==> config.mk <==
export PLATFORM = sky130hd
export DESIGN_NAME = dirty_tile_sector_tracker
export DESIGN_NICKNAME = d
export VERILOG_FILES = /design/src/rtl/dtst_pkg.sv /design/src/rtl/dirty_tile_sector_tracker.sv /design/src/rtl/dtst_ctrl.sv /design/src/rtl/dtst_dp.sv
export SDC_FILE = /design/constraint.sdc
export NUM_CORES = 1
export LEC_CHECK = 0
export BUFFER_PORTS_ARGS = -buffer_cell sky130_fd_sc_hd__buf_2
export CAP_MARGIN = 40
export CORE_MARGIN = 2
export CORE_UTILIZATION = 33
export CTS_CLUSTER_DIAMETER = 200
export DETAILED_ROUTE_END_ITERATION = 7
export SLEW_MARGIN = 5
export SYNTH_ARGS = -nofsm -noshare
export SYNTH_HDL_FRONTEND = slang
export SYNTH_SLANG_ARGS = --single-unit
==> constraint.sdc <==
create_clock -name i_clk -period 6.5 [get_ports i_clk]
set_clock_uncertainty 0.15 [all_clocks]
set_input_delay 1.3 -clock i_clk [delete_from_list [all_inputs] [get_ports i_clk]]
set_output_delay 1.3 -clock i_clk [all_outputs]
set_load 0.01 [all_outputs]
==> src/rtl/dtst_pkg.sv <==
`timescale 1ns / 1ps
// ----------------------------------------------------------------------------
// dtst_pkg
// Request codes, controller states and the command and status bundles that
// join the controller to the datapath of the dirty tile and sector tracker.
// ----------------------------------------------------------------------------
package dtst_pkg;

    // Request codes carried by req_type. Codes 6 and 7 are unused.
    typedef enum logic [2:0] {
        REQ_MARK_RECT = 3'd0,
        REQ_MARK_ALL  = 3'd1,
        REQ_CAPTURE   = 3'd2,
        REQ_ACK       = 3'd3,
        REQ_QUERY     = 3'd4,
        REQ_CLEAR     = 3'd5
    } t_req;

    typedef enum logic [4:0] {
        ST_RESET = 5'b00001,
        ST_INIT  = 5'b00010,
        ST_IDLE  = 5'b00100,
        ST_RUN   = 5'b01000,
        ST_DONE  = 5'b10000
    } t_state;

    typedef struct packed {
        logic accept;
        logic start_clear;
        logic load_out;
    } t_dp_cmd;

    typedef struct packed {
        logic busy;
        logic out_free;
    } t_dp_sts;

    // Width of the signed coordinate compares.
    localparam int CMP_W = 18;

    localparam int COORD_W  = 16;
    localparam int TILE_W   = 10;
    localparam int SECTOR_W = 10;
    localparam int CAPT_W   = 9;
    localparam int PEND_W   = 7;

endpackage

==> src/rtl/dirty_tile_sector_tracker.sv <==
`timescale 1ns / 1ps
// ----------------------------------------------------------------------------
// dirty_tile_sector_tracker
// Tracks marked tiles of a tiled canvas and the sectors pending a save.
// ----------------------------------------------------------------------------
// Each request (mark rectangle, mark all, capture, acknowledge, query, clear)
// yields one result transaction. Every request with a defined code sweeps the
// sector memory one sector word per cycle through a read-modify-write
// pipeline, and its result is loaded into the output register once the sweep
// has drained and that register is free; the memory holds SECTOR_COUNT words,
// where SECTOR_COUNT is ceil(TILES_ACROSS * TILES_DOWN / TILES_PER_SECTOR).
// Unused codes skip the sweep. The next request is accepted in the cycle after
// the result is loaded, even while that result still waits on the output.
// After reset a clearing pass over every sector runs with o_in_stall high.
// ----------------------------------------------------------------------------
module dirty_tile_sector_tracker #(
    parameter int TILE_SIZE        = 16,
    parameter int TILES_ACROSS     = 16,
    parameter int TILES_DOWN       = 16,
    parameter int TILES_PER_SECTOR = 4
) (
    input  logic                                i_clk,
    input  logic                                i_rst_n,
    input  logic                                i_in_valid,
    output logic                                o_in_stall,
    input  logic        [2:0]                   i_req_type,
    input  logic signed [dtst_pkg::COORD_W-1:0] i_left_x,
    input  logic signed [dtst_pkg::COORD_W-1:0] i_top_y,
    input  logic signed [dtst_pkg::COORD_W-1:0] i_right_x,
    input  logic signed [dtst_pkg::COORD_W-1:0] i_bottom_y,
    input  logic [dtst_pkg::TILE_W-1:0]         i_tile_number,
    input  logic [dtst_pkg::SECTOR_W-1:0]       i_sector_number,
    output logic                                o_out_valid,
    input  logic                                i_out_stall,
    output logic [dtst_pkg::CAPT_W-1:0]         o_captured_count,
    output logic                                o_tile_marked,
    output logic                                o_sector_is_pending,
    output logic [dtst_pkg::PEND_W-1:0]         o_pending_total
);

    dtst_pkg::t_dp_cmd cmd;
    dtst_pkg::t_dp_sts sts;

    dtst_ctrl u_ctrl (
        .i_clk      (i_clk),
        .i_rst_n    (i_rst_n),
        .i_in_valid (i_in_valid),
        .i_req_type (i_req_type),
        .i_sts      (sts),
        .o_cmd      (cmd),
        .o_in_stall (o_in_stall)
    );

    dtst_dp #(
        .TILE_SIZE        (TILE_SIZE),
        .TILES_ACROSS     (TILES_ACROSS),
        .TILES_DOWN       (TILES_DOWN),
        .TILES_PER_SECTOR (TILES_PER_SECTOR)
    ) u_dp (
        .i_clk               (i_clk),
        .i_rst_n             (i_rst_n),
        .i_cmd               (cmd),
        .o_sts               (sts),
        .i_req_type          (i_req_type),
        .i_left_x            (i_left_x),
        .i_top_y             (i_top_y),
        .i_right_x           (i_right_x),
        .i_bottom_y          (i_bottom_y),
        .i_tile_number       (i_tile_number),
        .i_sector_number     (i_sector_number),
        .i_out_stall         (i_out_stall),
        .o_out_valid         (o_out_valid),
        .o_captured_count    (o_captured_count),
        .o_tile_marked       (o_tile_marked),
        .o_sector_is_pending (o_sector_is_pending),
        .o_pending_total     (o_pending_total)
    );

endmodule

==> src/rtl/dtst_ctrl.sv <==
`timescale 1ns / 1ps
// ----------------------------------------------------------------------------
// dtst_ctrl
// Request sequencer: runs the clearing pass after reset, accepts one request
// at a time, waits for any sector sweep and hands the result to the output.
// ----------------------------------------------------------------------------
module dtst_ctrl (
    input  logic              i_clk,
    input  logic              i_rst_n,
    input  logic              i_in_valid,
    input  logic [2:0]        i_req_type,
    input  dtst_pkg::t_dp_sts i_sts,
    output dtst_pkg::t_dp_cmd o_cmd,
    output logic              o_in_stall
);

    dtst_pkg::t_state r_state;
    dtst_pkg::t_state n_state;

    always_ff @(posedge i_clk) begin
        if (!i_rst_n) begin
            r_state <= dtst_pkg::ST_RESET;
        end else begin
            r_state <= n_state;
        end
    end

    always_comb begin
        n_state = r_state;
        o_cmd   = '0;
        case (r_state)
            dtst_pkg::ST_RESET: begin
                o_cmd.start_clear = 1'b1;
                n_state           = dtst_pkg::ST_INIT;
            end
            dtst_pkg::ST_INIT: begin
                if (!i_sts.busy) begin
                    n_state = dtst_pkg::ST_IDLE;
                end
            end
            dtst_pkg::ST_IDLE: begin
                if (i_in_valid) begin
                    o_cmd.accept = 1'b1;
                    // Unused request codes need no sweep.
                    if (i_req_type <= 3'(dtst_pkg::REQ_CLEAR)) begin
                        n_state = dtst_pkg::ST_RUN;
                    end else begin
                        n_state = dtst_pkg::ST_DONE;
                    end
                end
            end
            dtst_pkg::ST_RUN: begin
                if (!i_sts.busy) begin
                    n_state = dtst_pkg::ST_DONE;
                end
            end
            dtst_pkg::ST_DONE: begin
                if (i_sts.out_free) begin
                    o_cmd.load_out = 1'b1;
                    n_state        = dtst_pkg::ST_IDLE;
                end
            end
            default: begin
                n_state = dtst_pkg::ST_RESET;
            end
        endcase
    end

    assign o_in_stall = (r_state != dtst_pkg::ST_IDLE);

endmodule

==> src/rtl/dtst_dp.sv <==
`timescale 1ns / 1ps
// ----------------------------------------------------------------------------
// dtst_dp
// Datapath: one memory word per sector holds its pending flag and tile marks.
// Defined requests and the clearing pass sweep the sectors in a two-stage
// read-modify-write pipeline; per-tile lanes track each tile's pixel origin.
// ----------------------------------------------------------------------------
module dtst_dp #(
    parameter int TILE_SIZE        = 16,
    parameter int TILES_ACROSS     = 16,
    parameter int TILES_DOWN       = 16,
    parameter int TILES_PER_SECTOR = 4
) (
    input  logic                                i_clk,
    input  logic                                i_rst_n,
    input  dtst_pkg::t_dp_cmd                   i_cmd,
    output dtst_pkg::t_dp_sts                   o_sts,
    input  logic        [2:0]                   i_req_type,
    input  logic signed [dtst_pkg::COORD_W-1:0] i_left_x,
    input  logic signed [dtst_pkg::COORD_W-1:0] i_top_y,
    input  logic signed [dtst_pkg::COORD_W-1:0] i_right_x,
    input  logic signed [dtst_pkg::COORD_W-1:0] i_bottom_y,
    input  logic [dtst_pkg::TILE_W-1:0]         i_tile_number,
    input  logic [dtst_pkg::SECTOR_W-1:0]       i_sector_number,
    input  logic                                i_out_stall,
    output logic                                o_out_valid,
    output logic [dtst_pkg::CAPT_W-1:0]         o_captured_count,
    output logic                                o_tile_marked,
    output logic                                o_sector_is_pending,
    output logic [dtst_pkg::PEND_W-1:0]         o_pending_total
);

    localparam int TPS          = TILES_PER_SECTOR;
    localparam int TILE_COUNT   = TILES_ACROSS * TILES_DOWN;
    localparam int SECTOR_COUNT = (TILE_COUNT + TPS - 1) / TPS;
    localparam int CANVAS_W     = TILE_SIZE * TILES_ACROSS;
    localparam int CANVAS_H     = TILE_SIZE * TILES_DOWN;
    localparam int AW           = (SECTOR_COUNT > 1) ? $clog2(SECTOR_COUNT) : 1;
    localparam int SW           = $clog2(SECTOR_COUNT + 1);
    localparam int PCW          = $clog2(SECTOR_COUNT + 1);
    localparam int PW           = $clog2(TPS + 1);
    localparam int LQ           = TPS / TILES_ACROSS;
    localparam int LR           = TPS % TILES_ACROSS;
    localparam int XSTEP        = LR * TILE_SIZE;
    localparam int YSTEP        = LQ * TILE_SIZE;
    localparam int PXW          = $clog2(CANVAS_W);
    localparam int PYW          = $clog2(CANVAS_H + (LQ + 2) * TILE_SIZE + 1);
    localparam int BTW          = $clog2(SECTOR_COUNT * TPS + 1);
    localparam int CTW          = (BTW > dtst_pkg::TILE_W) ? BTW : dtst_pkg::TILE_W;
    localparam int SNW          = (SW > dtst_pkg::SECTOR_W) ? SW : dtst_pkg::SECTOR_W;
    localparam int CW           = dtst_pkg::CMP_W;

    function automatic logic [PW-1:0] f_pop(input logic [TPS-1:0] v);
        logic [PW-1:0] n;
        n = '0;
        for (int k = 0; k < TPS; k++) begin
            n = n + PW'(v[k]);
        end
        return n;
    endfunction

    // Sector memory: bit TPS is the pending flag, the rest are tile marks.
    logic [TPS:0] r_mem [SECTOR_COUNT];
    logic [TPS:0] r_rd_data;

    // Request registers.
    logic [2:0]              r_op;
    logic signed [CW-1:0]    r_xlo;
    logic signed [CW-1:0]    r_x1;
    logic signed [CW-1:0]    r_ylo;
    logic signed [CW-1:0]    r_y1;
    logic [dtst_pkg::TILE_W-1:0]   r_tile;
    logic [dtst_pkg::SECTOR_W-1:0] r_sector;

    // Sweep issue stage.
    logic            r_run;
    logic [SW-1:0]   r_s;
    logic [BTW-1:0]  r_base;
    logic [PXW-1:0]  r_lx [TPS];
    logic [PYW-1:0]  r_ly [TPS];

    // Sweep write stage.
    logic            r_s1_v;
    logic [AW-1:0]   r_s1_addr;
    logic [TPS-1:0]  r_s1_rect;
    logic [TPS-1:0]  r_s1_valid;
    logic [TPS-1:0]  r_s1_thit;
    logic            r_s1_shit;

    // Accumulators and result.
    logic [PCW-1:0]               r_pending;
    logic [dtst_pkg::CAPT_W-1:0]  r_cnt;
    logic                         r_qt;
    logic                         r_qs;
    logic                         r_out_valid;
    logic [dtst_pkg::CAPT_W-1:0]  r_o_cnt;
    logic                         r_o_qt;
    logic                         r_o_qs;
    logic [dtst_pkg::PEND_W-1:0]  r_o_pend;

    logic           start;
    logic [AW-1:0]  rd_addr;
    logic [TPS-1:0] rect;
    logic [TPS-1:0] lvalid;
    logic [TPS-1:0] thit;
    logic           shit;
    logic [PXW-1:0] n_lx [TPS];
    logic [PYW-1:0] n_ly [TPS];

    assign start   = i_cmd.accept | i_cmd.start_clear;
    assign rd_addr = r_s[AW-1:0];
    assign shit    = (SNW'(r_s) == SNW'(r_sector));

    // Per-tile lanes: hit tests for the sector being issued, and the step to
    // the same lane of the next sector (one wrap at most, as the column
    // advance stays below one canvas width).
    for (genvar j = 0; j < TPS; j++) begin : g_lane
        logic signed [CW-1:0] px;
        logic signed [CW-1:0] py;
        logic [PXW:0]         xsum;
        logic                 wrap;

        assign px = $signed(CW'(r_lx[j]));
        assign py = $signed(CW'(r_ly[j]));
        assign rect[j]   = (px >= r_xlo) && (px <= r_x1) && (py >= r_ylo) && (py <= r_y1);
        assign lvalid[j] = (r_ly[j] < PYW'(CANVAS_H));
        assign thit[j]   = ((CTW'(r_base) + CTW'(j)) == CTW'(r_tile));

        assign xsum    = {1'b0, r_lx[j]} + (PXW + 1)'(XSTEP);
        assign wrap    = (xsum >= (PXW + 1)'(CANVAS_W));
        assign n_lx[j] = wrap ? PXW'(xsum - (PXW + 1)'(CANVAS_W)) : PXW'(xsum);
        assign n_ly[j] = r_ly[j] + PYW'(YSTEP) + (wrap ? PYW'(TILE_SIZE) : PYW'(0));
    end

    // Issue stage.
    always_ff @(posedge i_clk) begin
        if (!i_rst_n) begin
            r_run  <= 1'b0;
            r_s1_v <= 1'b0;
        end else begin
            if (start) begin
                r_run <= i_cmd.start_clear | (i_req_type <= 3'(dtst_pkg::REQ_CLEAR));
            end else if (r_run && (r_s == SW'(SECTOR_COUNT - 1))) begin
                r_run <= 1'b0;
            end
            r_s1_v <= r_run;
        end
    end

    always_ff @(posedge i_clk) begin
        if (start) begin
            r_s    <= '0;
            r_base <= '0;
            for (int j = 0; j < TPS; j++) begin
                r_lx[j] <= PXW'((j % TILES_ACROSS) * TILE_SIZE);
                r_ly[j] <= PYW'((j / TILES_ACROSS) * TILE_SIZE);
            end
        end else if (r_run) begin
            r_s    <= r_s + SW'(1);
            r_base <= r_base + BTW'(TPS);
            for (int j = 0; j < TPS; j++) begin
                r_lx[j] <= n_lx[j];
                r_ly[j] <= n_ly[j];
            end
        end
        if (i_cmd.accept) begin
            r_op     <= i_req_type;
            r_xlo    <= CW'(i_left_x) - $signed(CW'(TILE_SIZE - 1));
            r_x1     <= CW'(i_right_x);
            r_ylo    <= CW'(i_top_y) - $signed(CW'(TILE_SIZE - 1));
            r_y1     <= CW'(i_bottom_y);
            r_tile   <= i_tile_number;
            r_sector <= i_sector_number;
        end else if (i_cmd.start_clear) begin
            r_op <= 3'(dtst_pkg::REQ_CLEAR);
        end
        r_s1_addr  <= rd_addr;
        r_s1_rect  <= rect;
        r_s1_valid <= lvalid;
        r_s1_thit  <= thit;
        r_s1_shit  <= shit;
    end

    // Memory: registered read in the issue stage, write in the write stage.
    logic [TPS-1:0] old_tiles;
    logic           old_flag;
    logic [TPS-1:0] n_tiles;
    logic           n_flag;
    logic           pend_inc;
    logic           pend_dec;

    assign old_tiles = r_rd_data[TPS-1:0];
    assign old_flag  = r_rd_data[TPS];

    always_ff @(posedge i_clk) begin
        if (r_run) begin
            r_rd_data <= r_mem[rd_addr];
        end
        if (r_s1_v) begin
            r_mem[r_s1_addr] <= {n_flag, n_tiles};
        end
    end

    always_comb begin
        n_tiles  = old_tiles;
        n_flag   = old_flag;
        pend_inc = 1'b0;
        pend_dec = 1'b0;
        case (r_op)
            dtst_pkg::REQ_MARK_RECT: begin
                n_tiles = old_tiles | (r_s1_rect & r_s1_valid);
            end
            dtst_pkg::REQ_MARK_ALL: begin
                n_tiles = old_tiles | r_s1_valid;
            end
            dtst_pkg::REQ_CAPTURE: begin
                n_tiles  = '0;
                n_flag   = old_flag | (|old_tiles);
                pend_inc = (|old_tiles) & ~old_flag;
            end
            dtst_pkg::REQ_ACK: begin
                if (r_s1_shit) begin
                    n_flag   = 1'b0;
                    pend_dec = old_flag;
                end
            end
            dtst_pkg::REQ_CLEAR: begin
                n_tiles = '0;
                n_flag  = 1'b0;
            end
            default: begin
                n_tiles = old_tiles;
            end
        endcase
    end

    // Accumulators.
    always_ff @(posedge i_clk) begin
        if (!i_rst_n) begin
            r_pending <= '0;
        end else if (i_cmd.start_clear
                     || (i_cmd.accept && (i_req_type == 3'(dtst_pkg::REQ_CLEAR)))) begin
            r_pending <= '0;
        end else if (r_s1_v) begin
            if (pend_inc) begin
                r_pending <= r_pending + PCW'(1);
            end else if (pend_dec) begin
                r_pending <= r_pending - PCW'(1);
            end
        end
    end

    always_ff @(posedge i_clk) begin
        if (start) begin
            r_cnt <= '0;
            r_qt  <= 1'b0;
            r_qs  <= 1'b0;
        end else if (r_s1_v) begin
            if (r_op == 3'(dtst_pkg::REQ_CAPTURE)) begin
                r_cnt <= r_cnt + dtst_pkg::CAPT_W'(f_pop(old_tiles));
            end
            if (r_op == 3'(dtst_pkg::REQ_QUERY)) begin
                r_qt <= r_qt | (|(old_tiles & r_s1_thit));
                r_qs <= r_qs | (r_s1_shit & old_flag);
            end
        end
    end

    // Output register.
    always_ff @(posedge i_clk) begin
        if (!i_rst_n) begin
            r_out_valid <= 1'b0;
        end else if (i_cmd.load_out) begin
            r_out_valid <= 1'b1;
        end else if (!i_out_stall) begin
            r_out_valid <= 1'b0;
        end
    end

    always_ff @(posedge i_clk) begin
        if (i_cmd.load_out) begin
            r_o_cnt  <= r_cnt;
            r_o_qt   <= r_qt;
            r_o_qs   <= r_qs;
            r_o_pend <= dtst_pkg::PEND_W'(r_pending);
        end
    end

    assign o_sts.busy     = r_run | r_s1_v;
    assign o_sts.out_free = ~r_out_valid | ~i_out_stall;

    assign o_out_valid         = r_out_valid;
    assign o_captured_count    = r_o_cnt;
    assign o_tile_marked       = r_o_qt;
    assign o_sector_is_pending = r_o_qs;
    assign o_pending_total     = r_o_pend;

endmodule

==> metrics.md <==
| Metric | Value |
|---|---|
| Initial antenna violation count | `4` |
| Clk sinks | `519` |
| Slowest CP cell | `or3_1` |
| Unrepaired setup endpoints after global routing | `false` |
| Fin crit share | `0.514` |
| XOR/XNOR share of the synthesized area | `0.0299` |
| Worst-path maximum fanout | `7` |
| Post-synthesis mux area share | `0.0974` |
| Starting Density | `0.332` |
| Least-Margin Pin Slew | `946 ps` |
| Vias in the first global route | `12.9k` |
| Hold wc startpoint | `u_dp.r_cnt[8]$_SDFFE_PP0P_` |
| Synth area leader | `edfxtp_1` |
| Gr usage total | `0.140` |
| CP Cell Sequence | `inv_1, ha_1, a31o_2, or3_1, fa_1, a211oi_1, o21bai_1, a21oi_1, xor2_1, or3_1, a21oi_1` |
| Critical Path Source | `u_dp.r_rd_data[0]$_DFFE_PP_` |
| Final WS setup | `3160 ps` |
| Internal reg-to-reg setup slack | `3160 ps` |
| Global-route wire length before repair | `75.7 mm` |
| DP Cell Count | `2389` |
| Fin cells | `2493` |
| Ys Warns | `0` |
| CTS resizes | `0` |
| Crit path largest cell delay | `520 ps` |
| Synth Net Count | `1611` |
| Hold Path Sink | `u_dp.o_captured_count[8]$_DFFE_PP_` |
| LEAKAGE | `8.76 nW` |
| Placed inst area | `23900 sq um` |
| Seq/Total Area, Yosys | `0.673` |
| Die area | `69600 sq um` |
| Mapped Area | `22300 sq um` |
| Post-synth top flop | `edfxtp_1` |
| Largest family of logic cells by synthesized area | `multiplexers` |
| Fmax | `0.299 GHz` |
| Setup bufs post-CTS | `0` |
| Worst hold margin | `312 ps` |
| Fin. Hold Viols | `0` |
| Distinct cell type count after synthesis | `65` |
| Top cells by count, synth | `460 x edfxtp_1, 146 x nor2_1, 83 x ha_1, 67 x mux4_2, 60 x a21oi_1` |
| CTS buffer count | `53` |
| Max H-tree Level | `2` |
| Top cell type's share of synthesized area | `0.620` |
| Remaining DRCs | `0` |
| Final ANT Viol Nets | `0` |
| Vias/cell | `5.04` |
| Die X | `264 um` |
| Final Wtd Congestion | `0.783` |
| Final setup fails | `0` |
| Arrival time at the worst endpoint | `3720 ps` |
| GR Util met1 | `0.191` |
| Post-layout instance area | `25600 sq um` |
| Crit. End Element | `flip-flop` |
| DIE HEIGHT | `264 um` |
| Hold Path Cell Cnt | `0` |
| Worst-case clock buffer depth | `3` |
| Total grt overflow | `0` |
| Worst R2R End | `u_dp.r_pending[6]$_SDFFE_PP0P_` |
| CORE AREA | `67000 sq um` |
| Crit path kind | `reg2reg` |
| Async SR Flop Fraction | `0` |
| Met2 usage | `0.221` |
| Total wire length | `48.7 mm` |
| Number of synthesized flops with an enable pin | `460` |
| Simple-gate share of the synthesized area | `0.0844` |
| Peak VDD IR | `196 uV` |
| Place WS | `2900 ps` |
| Max Cap Viol | `0` |
| Mapped Cells | `1434` |
| Layout cell share with drive strength beyond 1 | `0.185` |
| Worst path top cell family by delay | `compound AO/OA/AOI/OAI gates` |
| CTS tree | `done` |
| P&R area growth vs syn | `15.0%` |
| Fin. max-slew vios | `0` |
| Busiest grt layer | `met2` |
| Rel. slew slack | `0.365` |
| Worst-skew pair later-pin latency | `600 ps` |
| Synthesized area per cell | `15.5 sq um` |
| Worst path bufs/invs | `1` |
| Drt wl/cell | `19.5 um` |
| Worst R2R Start | `u_dp.r_rd_data[0]$_DFFE_PP_` |
| Root Driver | `clkbuf_16` |
| Pin count of the biggest net entering global routing | `92` |
| IO Port Bufs | `110` |
| Min-delay worst type | `reg2reg` |
| Met3 capacity usage during global routing | `0.0312` |
| Startpoint types | `flip-flop` |
| PwrDens | `348 nW/um^2` |
| Post-Synth Adder-Cell Area | `0.0493` |
| Iteration-0 DRC Markers | `917` |
| Compound-cell area share of the yosys netlist | `0.0456` |
| I/O pin count | `111` |
| Area contributors post-synth | `edfxtp_1 62%, mux4_2 6.8%, dfxtp_1 5.3%` |
| CP required | `6880 ps` |
| Post-synthesis register bit count | `519` |
| # rows | `95` |
| Via count | `12.6k` |
| TritonRoute pass-1 iters | `5` |
| HPWL Detailed | `32.3 mm` |
| Nets | `1748` |
| Setup TNS | `0 ps` |
| Outcome | `completed` |
| Worst r2r path cells | `11` |
| Most frequent cell after synthesis | `edfxtp_1` |
| Minimum clock period | `3340 ps` |
| Clk slew on worst S/H paths | `60 ps` |
| Cts hold-fix bufs | `0` |
placed cells by master (no fill, tap or decap), types with 9 or more instances in the layout:
| master | Yosys | routed |
|---|---|---|
| edfxtp_1 | 460 | 460 |
| nor2_1 | 146 | 146 |
| buf_2 | 13 | 112 |
| ha_1 | 83 | 83 |
| mux4_2 | 67 | 67 |
| a21oi_1 | 60 | 60 |
| nand2_1 | 56 | 56 |
| dfxtp_1 | 59 | 56 |
| clkbuf_16 | 0 | 55 |
| inv_1 | 44 | 43 |
| xor2_1 | 43 | 43 |
| nand3_1 | 41 | 41 |
| xnor2_1 | 33 | 33 |
| mux2i_1 | 32 | 32 |
| nor3_1 | 25 | 25 |
| o21ai_0 | 21 | 21 |
| and3_1 | 18 | 18 |
| nor2b_1 | 17 | 17 |
| clkbuf_1 | 15 | 17 |
| a21o_1 | 15 | 15 |
| nor4_1 | 14 | 14 |
| buf_4 | 6 | 13 |
| nand4_1 | 11 | 11 |
| nand3b_1 | 10 | 10 |
| nand2b_1 | 10 | 10 |
| mux4_1 | 10 | 10 |
| a211oi_1 | 14 | 10 |
| a31oi_1 | 9 | 9 |
| o22ai_1 | 9 | 9 |
how the worst max path moves through the flow:
stage | endpoint | cells after the start
finish | u_dp.r_pending[6]$_SDFFE_PP0P_ | 11
floorplan | u_dp.r_mem[0][0]$_DFFE_PP_ | 3
global placement | u_dp.r_op[0]$_SDFFCE_PN1P_ | 4
detailed placement | u_dp.r_op[0]$_SDFFCE_PN1P_ | 4
CTS | u_dp.r_pending[6]$_SDFFE_PP0P_ | 11
global route | u_dp.r_pending[6]$_SDFFE_PP0P_ | 11
per-stage QoR:
stage,total power [W],utilization
6_report,0.00892,0.382
3_3_place_gp,0.00590,0.356
3_5_place_dp,0.00598,0.356
4_1_cts,0.00903,0.382
2_1_floorplan,0.00544,-
5_1_grt,0.00934,0.382
flip-flops by register name, summed over array words and instances, names as in the netlist, 9 cells and up:
register	count
u_dp.r_mem	320
u_dp.r_ly	20
u_dp.r_xlo	17
u_dp.r_ylo	17
u_dp.r_x1	16
u_dp.r_y1	16
u_dp.r_sector	10
u_dp.r_tile	10
u_dp.o_captured_count	9
u_dp.r_cnt	9
report_power, final:
group	internal (W)	switching (W)
clock	0.00176	0.00127
sequential	0.00403	0.000206
combinational	0.000659	0.000996
total	0.00644	0.00248
routing by layer:
layer | up-vias | part of all wire
met5 | - | 0
met4 | 0 | 0.029
met3 | 82 | 0.065
met2 | 358 | 0.46
met1 | 6294 | 0.44
li1 | 5828 | -
layout make-up:
type                       count  area (sq um)
tap                          873          1090
sequential                   519         15000
clock inverter                25           259
inverter                      45           170
timing repair buffer         128           721
antenna                        4          10.0
multi-input combinational    824          6900
clock buffer                  75          1480
fill                        6221         41400
kinds of logic (layout without fill, tap and decap cells):
kind of cell | count (synthesis) | in the layout
flip-flops | 519 | 519
AND/OR/NAND/NOR | 384 | 384
AO/OA/AOI/OAI | 162 | 162
multiplexers | 116 | 116
buffers and inverters | 91 | 273
adder cells (fa/ha/maj) | 86 | 86
XOR/XNOR | 76 | 76
other | 0 | 4
Power figures use the tool's default switching activity.
